$ cat config.mk
export PLATFORM = sky130hd
export DESIGN_NAME = first_substring_match_flat
export DESIGN_NICKNAME = d
export VERILOG_FILES = /design/src/hw/rtl/fsubm_pkg.sv /design/src/hw/rtl/fsubm_text_if.sv /design/src/hw/rtl/fsubm_result_if.sv /design/src/hw/rtl/fsubm_cfg_if.sv /design/src/hw/rtl/fsubm_cfg_regs.sv /design/src/hw/rtl/fsubm_window.sv /design/src/hw/rtl/first_substring_match.sv /design/src/flat_wrapper.sv
export SDC_FILE = /design/constraint.sdc
export NUM_CORES = 1
export LEC_CHECK = 0
export BUFFER_PORTS_ARGS = -buffer_cell sky130_fd_sc_hd__buf_2
export CAP_MARGIN = 20
export CORE_MARGIN = 4
export CORE_UTILIZATION = 60
export CTS_CLUSTER_DIAMETER = 30
export CTS_CLUSTER_SIZE = 20
export DETAILED_ROUTE_END_ITERATION = 10
export GPL_ROUTABILITY_DRIVEN = 0
export PLACE_DENSITY_LB_ADDON = 0.12
export SYNTH_ARGS = -nofsm -noshare
export SYNTH_HDL_FRONTEND = slang
export SYNTH_HIERARCHICAL = 1
export SYNTH_SLANG_ARGS = --single-unit
export TNS_END_PERCENT = 20
$ cat constraint.sdc
create_clock -name clk -period 9 [get_ports clk]
set_input_delay 2.7 -clock clk [delete_from_list [all_inputs] [get_ports clk]]
set_output_delay 2.7 -clock clk [all_outputs]
set_load 0.005 [all_outputs]
$ cat src/hw/rtl/fsubm_pkg.sv
// ----------------------------------------------------------------------------
// First substring match: shared package
// Constants, register indexes and internal structs of the block.
// ----------------------------------------------------------------------------
`timescale 1ns / 1ps

package fsubm_pkg;

    localparam int MAX_PATTERN_DEF = 16;
    localparam int MAX_TEXT_DEF    = 65536;

    localparam int BYTE_W      = 8;
    localparam int CFG_IDX_W   = 2;
    localparam int CFG_DATA_W  = 64;
    localparam int PAT_LEN_W   = 5;
    localparam int MATCH_IDX_W = 16;

    typedef enum logic [CFG_IDX_W-1:0] {
        REG_PATTERN_LOW    = 2'd0,
        REG_PATTERN_HIGH   = 2'd1,
        REG_PATTERN_LENGTH = 2'd2
    } cfg_reg_t;

    typedef struct packed {
        logic [CFG_DATA_W-1:0] pattern_low;
        logic [CFG_DATA_W-1:0] pattern_high;
        logic [PAT_LEN_W-1:0]  pattern_length;
    } pattern_cfg_t;

    typedef struct packed {
        logic              shift;
        logic              clear;
        logic [BYTE_W-1:0] data;
    } win_ctrl_t;

    typedef struct packed {
        logic                 hit;
        logic [PAT_LEN_W-1:0] len;
    } win_status_t;

endpackage

$ cat src/hw/rtl/fsubm_text_if.sv
// ----------------------------------------------------------------------------
// First substring match: text channel
// Valid/ready channel carrying one text byte and its last marker.
// ----------------------------------------------------------------------------
`timescale 1ns / 1ps

interface fsubm_text_if import fsubm_pkg::*; ();
    logic              valid;
    logic              ready;
    logic [BYTE_W-1:0] text_byte;
    logic              last_byte;

    modport source (output valid, output text_byte, output last_byte, input ready);
    modport sink   (input valid, input text_byte, input last_byte, output ready);
endinterface

$ cat src/hw/rtl/fsubm_result_if.sv
// ----------------------------------------------------------------------------
// First substring match: result channel
// Valid/ready channel carrying the search result of one text.
// ----------------------------------------------------------------------------
`timescale 1ns / 1ps

interface fsubm_result_if import fsubm_pkg::*; ();
    logic                   valid;
    logic                   ready;
    logic                   found;
    logic [MATCH_IDX_W-1:0] match_index;
    logic                   too_long;

    modport source (output valid, output found, output match_index, output too_long,
                    input ready);
    modport sink   (input valid, input found, input match_index, input too_long,
                    output ready);
endinterface

$ cat src/hw/rtl/fsubm_cfg_if.sv
// ----------------------------------------------------------------------------
// First substring match: configuration channel
// Valid/ready write channel carrying a register index and write data.
// ----------------------------------------------------------------------------
`timescale 1ns / 1ps

interface fsubm_cfg_if import fsubm_pkg::*; ();
    logic                  valid;
    logic                  ready;
    logic [CFG_IDX_W-1:0]  index;
    logic [CFG_DATA_W-1:0] data;

    modport source (output valid, output index, output data, input ready);
    modport sink   (input valid, input index, input data, output ready);
endinterface

$ cat src/hw/rtl/fsubm_cfg_regs.sv
// ----------------------------------------------------------------------------
// First substring match: configuration registers
// Holds the pattern bytes and the pattern length.
// ----------------------------------------------------------------------------
`timescale 1ns / 1ps

module fsubm_cfg_regs import fsubm_pkg::*;
(
    input  logic         clk,
    input  logic         rst_n,
    fsubm_cfg_if.sink    cfg,
    output pattern_cfg_t pat
);

    logic [CFG_DATA_W-1:0] pattern_low_reg;
    logic [CFG_DATA_W-1:0] pattern_high_reg;
    logic [PAT_LEN_W-1:0]  pattern_length_reg;

    assign cfg.ready = 1'b1;

    always_ff @(posedge clk or negedge rst_n)
    begin
        if (!rst_n)
        begin
            pattern_low_reg    <= '0;
            pattern_high_reg   <= '0;
            pattern_length_reg <= '0;
        end
        else if (cfg.valid && cfg.ready)
        begin
            case (cfg.index)
                REG_PATTERN_LOW:    pattern_low_reg    <= cfg.data;
                REG_PATTERN_HIGH:   pattern_high_reg   <= cfg.data;
                REG_PATTERN_LENGTH: pattern_length_reg <= cfg.data[PAT_LEN_W-1:0];
                default:            ;
            endcase
        end
    end

    assign pat.pattern_low    = pattern_low_reg;
    assign pat.pattern_high   = pattern_high_reg;
    assign pat.pattern_length = pattern_length_reg;

endmodule

$ cat src/hw/rtl/fsubm_window.sv
// ----------------------------------------------------------------------------
// First substring match: byte window and compare
// Keeps the most recent text bytes and compares the window ending at the
// current byte with the pattern, all positions in parallel.
// ----------------------------------------------------------------------------
`timescale 1ns / 1ps

module fsubm_window import fsubm_pkg::*;
#(
    parameter int MAX_PATTERN = MAX_PATTERN_DEF
)
(
    input  logic         clk,
    input  logic         rst_n,
    input  win_ctrl_t    ctrl,
    input  pattern_cfg_t pat,
    output win_status_t  status
);

    localparam int IDX_W = (MAX_PATTERN > 1) ? $clog2(MAX_PATTERN) : 1;
    localparam int DEPTH = (MAX_PATTERN > 1) ? MAX_PATTERN - 1 : 1;

    logic [BYTE_W-1:0]    recent_reg [DEPTH];
    logic [BYTE_W-1:0]    window     [MAX_PATTERN];
    logic [BYTE_W-1:0]    pat_bytes  [MAX_PATTERN];
    logic [PAT_LEN_W-1:0] len;
    logic                 mismatch;

    assign len = (pat.pattern_length > PAT_LEN_W'(MAX_PATTERN)) ?
                 PAT_LEN_W'(MAX_PATTERN) : pat.pattern_length;

    assign window[0] = ctrl.data;

    genvar gi;
    generate
        for (gi = 1; gi < MAX_PATTERN; gi++)
        begin : g_window
            assign window[gi] = recent_reg[gi-1];
        end
        for (gi = 0; gi < MAX_PATTERN; gi++)
        begin : g_pat
            if (gi < 8)
            begin : g_low
                assign pat_bytes[gi] = pat.pattern_low[BYTE_W*gi +: BYTE_W];
            end
            else
            begin : g_high
                assign pat_bytes[gi] = pat.pattern_high[BYTE_W*(gi-8) +: BYTE_W];
            end
        end
    endgenerate

    // Pattern byte j lines up with the byte len-1-j places back.
    always_comb
    begin
        mismatch = 1'b0;
        for (int j = 0; j < MAX_PATTERN; j++)
        begin
            if (PAT_LEN_W'(j) < len)
            begin
                if (window[IDX_W'(len - PAT_LEN_W'(j) - PAT_LEN_W'(1))] != pat_bytes[j])
                begin
                    mismatch = 1'b1;
                end
            end
        end
    end

    assign status.hit = !mismatch;
    assign status.len = len;

    always_ff @(posedge clk or negedge rst_n)
    begin
        if (!rst_n)
        begin
            for (int i = 0; i < DEPTH; i++)
            begin
                recent_reg[i] <= '0;
            end
        end
        else if (ctrl.clear)
        begin
            for (int i = 0; i < DEPTH; i++)
            begin
                recent_reg[i] <= '0;
            end
        end
        else if (ctrl.shift)
        begin
            recent_reg[0] <= ctrl.data;
            for (int i = 1; i < DEPTH; i++)
            begin
                recent_reg[i] <= recent_reg[i-1];
            end
        end
    end

endmodule

$ cat src/hw/rtl/first_substring_match.sv
// ----------------------------------------------------------------------------
// First substring match: top level
// Searches a byte stream for the first occurrence of a configured pattern
// and reports it on the byte marked last.
//
//   channel  modport  per transaction
//   text     sink     text_byte, last_byte
//   result   source   found, match_index, too_long
//   cfg      sink     index, data (register write)
//
// One text byte is taken every cycle unless the input stalls; the window compare
// sits between the input register and the result register, so the last byte
// passes the input register and its result is then loaded into the result register.
// Input stalls only while a result waits unaccepted and the next last byte
// sits in the input register behind it. Reset clears the pattern, the window
// and the text state; no clearing pass is needed.
// ----------------------------------------------------------------------------
`timescale 1ns / 1ps

module first_substring_match import fsubm_pkg::*;
#(
    parameter int MAX_PATTERN = MAX_PATTERN_DEF,
    parameter int MAX_TEXT    = MAX_TEXT_DEF
)
(
    input  logic            clk,
    input  logic            rst_n,
    fsubm_text_if.sink      text,
    fsubm_result_if.source  result,
    fsubm_cfg_if.sink       cfg
);

    localparam int POS_SAT = MAX_TEXT + MAX_PATTERN;
    localparam int POS_W   = $clog2(POS_SAT + 1);

    pattern_cfg_t pat;
    win_ctrl_t    win_ctrl;
    win_status_t  win_status;

    logic                   in_valid_reg;
    logic [BYTE_W-1:0]      in_byte_reg;
    logic                   in_last_reg;

    logic [POS_W-1:0]       pos_reg;
    logic                   seen_reg;
    logic [MATCH_IDX_W-1:0] start_reg;

    logic                   out_valid_reg;
    logic                   out_found_reg;
    logic [MATCH_IDX_W-1:0] out_index_reg;
    logic                   out_too_long_reg;

    logic                   advance;
    logic                   room;
    logic [POS_W-1:0]       pos_inc;
    logic [POS_W-1:0]       len_ext;
    logic [POS_W-1:0]       start;
    logic                   start_ok;
    logic                   new_match;
    logic [POS_W-1:0]       pos_next;
    logic                   seen_next;
    logic [MATCH_IDX_W-1:0] start_next;
    logic                   too_long_next;

    fsubm_cfg_regs u_cfg_regs
    (
        .clk   (clk),
        .rst_n (rst_n),
        .cfg   (cfg),
        .pat   (pat)
    );

    fsubm_window #(.MAX_PATTERN(MAX_PATTERN)) u_window
    (
        .clk    (clk),
        .rst_n  (rst_n),
        .ctrl   (win_ctrl),
        .pat    (pat),
        .status (win_status)
    );

    assign advance    = in_valid_reg && (!in_last_reg || !out_valid_reg || result.ready);
    assign text.ready = !in_valid_reg || advance;

    assign win_ctrl.shift = advance;
    assign win_ctrl.clear = advance && in_last_reg;
    assign win_ctrl.data  = in_byte_reg;

    always_comb
    begin
        room      = pos_reg < POS_W'(POS_SAT);
        pos_inc   = pos_reg + POS_W'(1);
        len_ext   = POS_W'(win_status.len);
        start     = pos_inc - len_ext;
        start_ok  = (32'(start) < 32'(MAX_TEXT)) && (32'(start) <= 32'hFFFF);
        new_match = room && !seen_reg &&
                    ((win_status.len == '0) ||
                     ((pos_inc >= len_ext) && win_status.hit && start_ok));
        pos_next   = room ? pos_inc : pos_reg;
        seen_next  = seen_reg || new_match;
        start_next = start_reg;
        if (new_match)
        begin
            start_next = (win_status.len == '0) ? '0 : MATCH_IDX_W'(start);
        end
        too_long_next = pos_next > POS_W'(MAX_TEXT);
    end

    // Input register: control
    always_ff @(posedge clk or negedge rst_n)
    begin
        if (!rst_n)
        begin
            in_valid_reg <= 1'b0;
        end
        else if (text.ready)
        begin
            in_valid_reg <= text.valid;
        end
    end

    // Input register: payload
    always_ff @(posedge clk)
    begin
        if (text.valid && text.ready)
        begin
            in_byte_reg <= text.text_byte;
            in_last_reg <= text.last_byte;
        end
    end

    // Text state: advance per byte, drop after the last byte
    always_ff @(posedge clk or negedge rst_n)
    begin
        if (!rst_n)
        begin
            pos_reg   <= '0;
            seen_reg  <= 1'b0;
            start_reg <= '0;
        end
        else if (advance)
        begin
            if (in_last_reg)
            begin
                pos_reg   <= '0;
                seen_reg  <= 1'b0;
                start_reg <= '0;
            end
            else
            begin
                pos_reg   <= pos_next;
                seen_reg  <= seen_next;
                start_reg <= start_next;
            end
        end
    end

    // Result register: control
    always_ff @(posedge clk or negedge rst_n)
    begin
        if (!rst_n)
        begin
            out_valid_reg <= 1'b0;
        end
        else if (advance && in_last_reg)
        begin
            out_valid_reg <= 1'b1;
        end
        else if (result.ready)
        begin
            out_valid_reg <= 1'b0;
        end
    end

    // Result register: payload
    always_ff @(posedge clk)
    begin
        if (advance && in_last_reg)
        begin
            out_found_reg    <= seen_next;
            out_index_reg    <= seen_next ? start_next : '0;
            out_too_long_reg <= too_long_next;
        end
    end

    assign result.valid       = out_valid_reg;
    assign result.found       = out_found_reg;
    assign result.match_index = out_index_reg;
    assign result.too_long    = out_too_long_reg;

endmodule

$ cat src/flat_wrapper.sv
// flat-port wrapper written by rule: the top's interface ports become plain ports
module first_substring_match_flat import fsubm_pkg::*;
#(
    parameter int MAX_PATTERN = MAX_PATTERN_DEF,
    parameter int MAX_TEXT    = MAX_TEXT_DEF
)
  (clk, rst_n, text_valid, text_text_byte, text_last_byte, text_ready, result_valid, result_found, result_match_index, result_too_long, result_ready, cfg_valid, cfg_index, cfg_data, cfg_ready);
  fsubm_text_if text_i ();
  fsubm_result_if result_i ();
  fsubm_cfg_if cfg_i ();
  input  logic clk;
  input  logic rst_n;
  input wire logic [$bits(text_i.valid)-1:0] text_valid;
  input wire logic [$bits(text_i.text_byte)-1:0] text_text_byte;
  input wire logic [$bits(text_i.last_byte)-1:0] text_last_byte;
  output wire logic [$bits(text_i.ready)-1:0] text_ready;
  output wire logic [$bits(result_i.valid)-1:0] result_valid;
  output wire logic [$bits(result_i.found)-1:0] result_found;
  output wire logic [$bits(result_i.match_index)-1:0] result_match_index;
  output wire logic [$bits(result_i.too_long)-1:0] result_too_long;
  input wire logic [$bits(result_i.ready)-1:0] result_ready;
  input wire logic [$bits(cfg_i.valid)-1:0] cfg_valid;
  input wire logic [$bits(cfg_i.index)-1:0] cfg_index;
  input wire logic [$bits(cfg_i.data)-1:0] cfg_data;
  output wire logic [$bits(cfg_i.ready)-1:0] cfg_ready;
  assign text_i.valid = text_valid;
  assign text_i.text_byte = text_text_byte;
  assign text_i.last_byte = text_last_byte;
  assign text_ready = text_i.ready;
  assign result_valid = result_i.valid;
  assign result_found = result_i.found;
  assign result_match_index = result_i.match_index;
  assign result_too_long = result_i.too_long;
  assign result_i.ready = result_ready;
  assign cfg_i.valid = cfg_valid;
  assign cfg_i.index = cfg_index;
  assign cfg_i.data = cfg_data;
  assign cfg_ready = cfg_i.ready;
  first_substring_match #(.MAX_PATTERN(MAX_PATTERN), .MAX_TEXT(MAX_TEXT)) u_core (.clk(clk), .rst_n(rst_n), .text(text_i), .result(result_i), .cfg(cfg_i));
endmodule
# After elaboration in Yosys (flattened, before gate mapping)
# Index checks and enable logic that the tools add are counted.
# Widths: inputs -> output; s select.
# classes
magnitude_cmp	38
bitwise_logic	16
eq_ne	18
n_addsub	32
reduce_logical	25
n_mux	91
# op_table
op	n
$bmux 8 s4	16
$mux 8	32
$mux 120	2
$ne 8x8->1	16
$ge 5x5->1 const B	16
$not 4->5	16
$sub 4x1->4 const B	16
$mux 16	3
$lt 4x5->1 const A	8
$mux 1	35
$lt 17x17->1 const B	2
$mux 17	2
$sub 4x4->4 const B	8
$lt 3x5->1 const A	4
$add 17x1->17 const B	1
$ge 17x5->1	1
$gt 17x17->1 const B	1
$le 17x16->1 const B	1
$sub 17x5->17	1
$sub 4x3->4 const B	4
$lt 1x5->1 const A	2
$lt 2x5->1 const A	2
$logic_and 1x1->1	8
$sub 4x2->4 const B	2
10 further kinds	21
# totals
elab_cells	248
input_bits	80
out_inout_bits	21
regBits	316

# Depth between registers and ports, before layout
# logic_depth
word_depth	47
depth_mapped	27
ltp_nobuf	17

# Cells and area by module
# Netlist, hierarchy kept.
# by_module_without_submodules
module	cells_per_inst	area_per_inst_um2	instances	seq_area_each_um2
fsubm_window	1512	14898.0	1	3002.9
fsubm_cfg_regs	285	5371.4	1	3328.2
first_substring_match	433	4016.4	1	1711.6

# Least setup slack after synthesis
# OpenSTA, ideal clock, no wires.
# synth_path
path_kind	reg-to-reg
start	register u_core.u_cfg_regs.pattern_length_reg[4]
end	register u_core.start_reg[1]
t_arrival_ns	5.622
setup_slack_ns	3.254
synth_period_minus_slack_ns	5.746
setup_time_ns	0.124
t_required_ns	8.876
path_buffers	9
stages_incl_launch_ff	24
cell_sequence	dfrtp_1 > and2b_4 > buf_12 > buf_6 > buf_2 > buf_2 > buf_1 > ha_1 > buf_2 > xnor2_1 > buf_1 > buf_1 > mux4_2 > xor2_1 > nor4_1 > nand2_1 > o41ai_2 > o2111ai_1 > nor4bb_1 > inv_1 > a41oi_2 > buf_2 > nor2_1 > a211o_1
# synth_rtl
item	line	source
start: declaration	fsubm_cfg_regs.sv:17	logic [PAT_LEN_W-1:0] pattern_length_reg;
start signal: assignment	fsubm_cfg_regs.sv:34	REG_PATTERN_LENGTH: pattern_length_reg <= cfg.data[PAT_LEN_W-1:0];
end signal: assignment	first_substring_match.sv:153	start_reg <= start_next;
end: declaration	first_substring_match.sv:46	logic [MATCH_IDX_W-1:0] start_reg;

==> metrics.md <==
| Metric | Value |
|---|---|
| Setup Crit Path Kind | reg -> reg |
| DR vias | between 20k and 25k |
| Ys async rst share | around nine tenths |
| Fin. Hold Viols | 0 |
| Syn Inst Count | about 2.2k |
| TritonCTS Buffers | 73 |
| Most frequent cells in the layout | mux2i_1, dfrtp_1, nor2_1, nand2_1, mux4_2 |
| Setup TNS | 0 ns |
| DRT iter0 DRCs | 2827 |
| Largest net degree at the start of global routing | between 100 and 150 |
| Slew Viols, Final | 0 |
| Yosys warns | 6 |
| Synthesized area | between 0.02 and 0.025 mm^2 |
| Seq cells post-synth | ~320 |
| Avg Inst Size Synth | ~11 um^2 |
| Cell Count Post-Placement | between 2k and 3k |
| Core box area | 0.0399 mm^2 |
| Leak Pwr | between 10 and 15 nW |
| Slew margin rel. | between 15 and 20% |
| CP endpoint kind | flip-flop |
| Drt via density | around 7.1 |
| Worst Skew | approximately 0.056 ns |
| Slew @ Worst Pin | about 1.2 ns |
| Tot GR Track Use | between 30% and 40% |
| Die area | between 0.04 and 0.05 mm^2 |
| Port Buffers | slightly below 100 |
| GR Overflow Total | 0 |
| TritonCTS clock tree | built |
| Period utilisation layout | 83.4% |
| HPWL reported at the end of detailed placement | between 50000 and 60000 um |
| Post-CTS setup buffer count | 0 |
| Max Cap Viol | 0 |
| Hold Crit Class | reg -> reg |
| Hold_buf cts | 0 |
| WL per Instance | between 20 and 30 um |
| Setup violators final | 0 |
| I/O Pins | roughly 100 |
| Multi-input gate area | 0.0151 mm^2 |
| Setup crit start kind | flip-flop |
| Number of enable flip-flop cells after synthesis | 27 |
| CTS sink cnt | between 300 and 400 |
| Clk Latency, worst-skew pair | about 0.63 ns |
| Non-Filler Instances | between 2k and 3k |
| Clock root cell | clkbuf_16 |
| Residual DRC | 0 |
| Commonest non-fill, non-tap cell in the layout | mux2i_1 |
| Max Fanout on Critical Path | between 50 and 60 |
| Initial antenna violation count | 0 |
| FF/Latch Area | 0.00805 mm^2 |
| Worst EP required | ~9.5 ns |
| Antenna Nets Post-Route | 0 |
| Syn Nets | approximately 2.3k |
| P per Cell Area | roughly 260 mW/mm^2 |
| Number of global-route vias before repair | between 15k and 20k |
| FP Rows | 73 |
| Clock buffer depth | 3 |
| Max Clock Freq | between 0.1 and 0.15 GHz |
| DR pass1 iterations | 8 |
| Die Width | between 200 and 250 um |
| Sequential area share after synthesis | roughly a third |
| Chip Height | about 210 um |
| Area Growth Syn to Fin | 11.9% |
| Nets | 2345 |
| Post-CTS sizing | 0 |
| Final hold slack | between 0.5 and 0.6 ns |
| Initial core utilization | between 60% and 70% |
| Fin crit period | roughly 7.5 ns |
| Share of layout cells above drive strength 1 | 24.1% |
| Routed WL | 78300 um |
| Top FF cell, synth | dfrtp_1 |
| Status | finished, final reports clean |
| Max rail drop VDD | between 0.2 and 0.25 mV |
| Filler Cell Count | between 2k and 3k |
| Worst EP arrival | between 7 and 8 ns |
| CTS clk-pin slew, worst paths | approximately 0.05 ns |
| H-tree levels | 3 |
| RSZ-0062 raised after global routing | false |
| First-pass GRT wire length | roughly 120000 um |
| Count of cell types in the netlist | between 100 and 150 |
| Flip-flop count of the largest register after layout | 120 |
==> critical path, cell delays in order, from the launching register on <==
cell and delay, ns:
dfrtp_1 0.34, buf_4 0.50, nand2b_2 0.81, inv_2 0.07
ha_1 0.54, inv_1 0.60, nand2_1 0.43, o32ai_1 0.81
mux2i_1 0.20, xnor2_1 0.19, a2111oi_2 0.27, nand4_1 0.20
o41ai_2 0.45, o2111ai_1 0.17, nor4bb_1 0.35, inv_1 0.11
a41oi_2 0.57, nand3_1 0.40, o21ai_0 0.27
==> final timing paths <==
check                                                         from                                endpoint  slack (ns)  depth (start not counted)
min reg2reg                 u_core/u_cfg_regs/pattern_high_reg[63]  u_core/u_cfg_regs/pattern_high_reg[63]        0.50                          1
max reg2reg                u_core/u_cfg_regs/pattern_length_reg[4]           u_core/result.match_index[10]        1.49                         18
max                        u_core/u_cfg_regs/pattern_length_reg[4]           u_core/result.match_index[10]        1.49                         18
min in group asynchronous                                    rst_n  u_core/u_cfg_regs/pattern_high_reg[49]        2.05                          1
min                         u_core/u_cfg_regs/pattern_high_reg[63]  u_core/u_cfg_regs/pattern_high_reg[63]        0.50                          1
max in group asynchronous                                    rst_n          u_core/u_window/recent_reg[35]        5.56                          2
==> per-layer routing <==
layer	global-route usage, %	up-vias	part of all wire [%]
li1	-	8517	-
met3	10.2	288	12
met4	16.4	0	5.3
met2	52.7	1357	44
met5	0	-	0
met1	47.5	9928	38
==> cell usage after synthesis (27+ instances only) <==
master,n,area (um^2)
buf_2,41,205
mux2i_1,339,3390
a211oi_1,32,240
o21ai_0,74,370
mux2_4,65,976
edfxtp_1,27,811
xor2_1,74,648
xnor2_1,83,727
nor2_1,185,694
a21oi_1,49,245
nand2_1,105,394
mux2_2,86,968
clkbuf_1,82,308
mux4_2,104,2340
dfrtp_1,289,7230
nand3_1,43,215
==> cells by family (layout without fill, tap and decap cells) <==
| kind of cell | Yosys count | after routing | synth area share (%) |
|---|---|---|---|
| buffers and inverters | 205 | 288 | 4.99 |
| xor gates and xnor gates | 159 | 159 | 5.85 |
| adders and majority gates | 13 | 13 | 0.701 |
| and+or+nand+nor | 542 | 542 | 11.4 |
| other | 1 | 2 | 0.0154 |
| muxes | 599 | 599 | 32.2 |
| AOI/OAI and AO/OA | 395 | 395 | 11.7 |
| DFF | 316 | 316 | 33.1 |
==> report_power, final <==
group	internal, mW	switching, mW	leakage [nW]
logic	1.09	1.45	6.91
clock network	1.68	0.953	1.19
registers	1.64	0.275	3.96
total	4.41	2.68	12.1
==> layout make-up <==
class	instances	area share (%)
inverter	21	0.336
clock inverter	52	2.18
tap	525	2.42
timing repair buffer	131	2.86
clock buffer	84	7.13
multi-input combinational	1709	55.5
antenna	1	0.00921
sequential	316	29.6
==> through the flow <==
stage	cell area, um^2	setup slack [ns]	total power [mW]	util, %
floorplan	24300	3.25	3.73	-
global placement	24600	2.13	4.32	61.7
detailed placement	24600	1.94	4.37	61.7
CTS	27200	1.90	7.04	68.0
global route	27200	1.18	7.37	68.1
finish	27200	1.49	7.09	68.1
No activity file was read; power rests on OpenSTA's default activity.
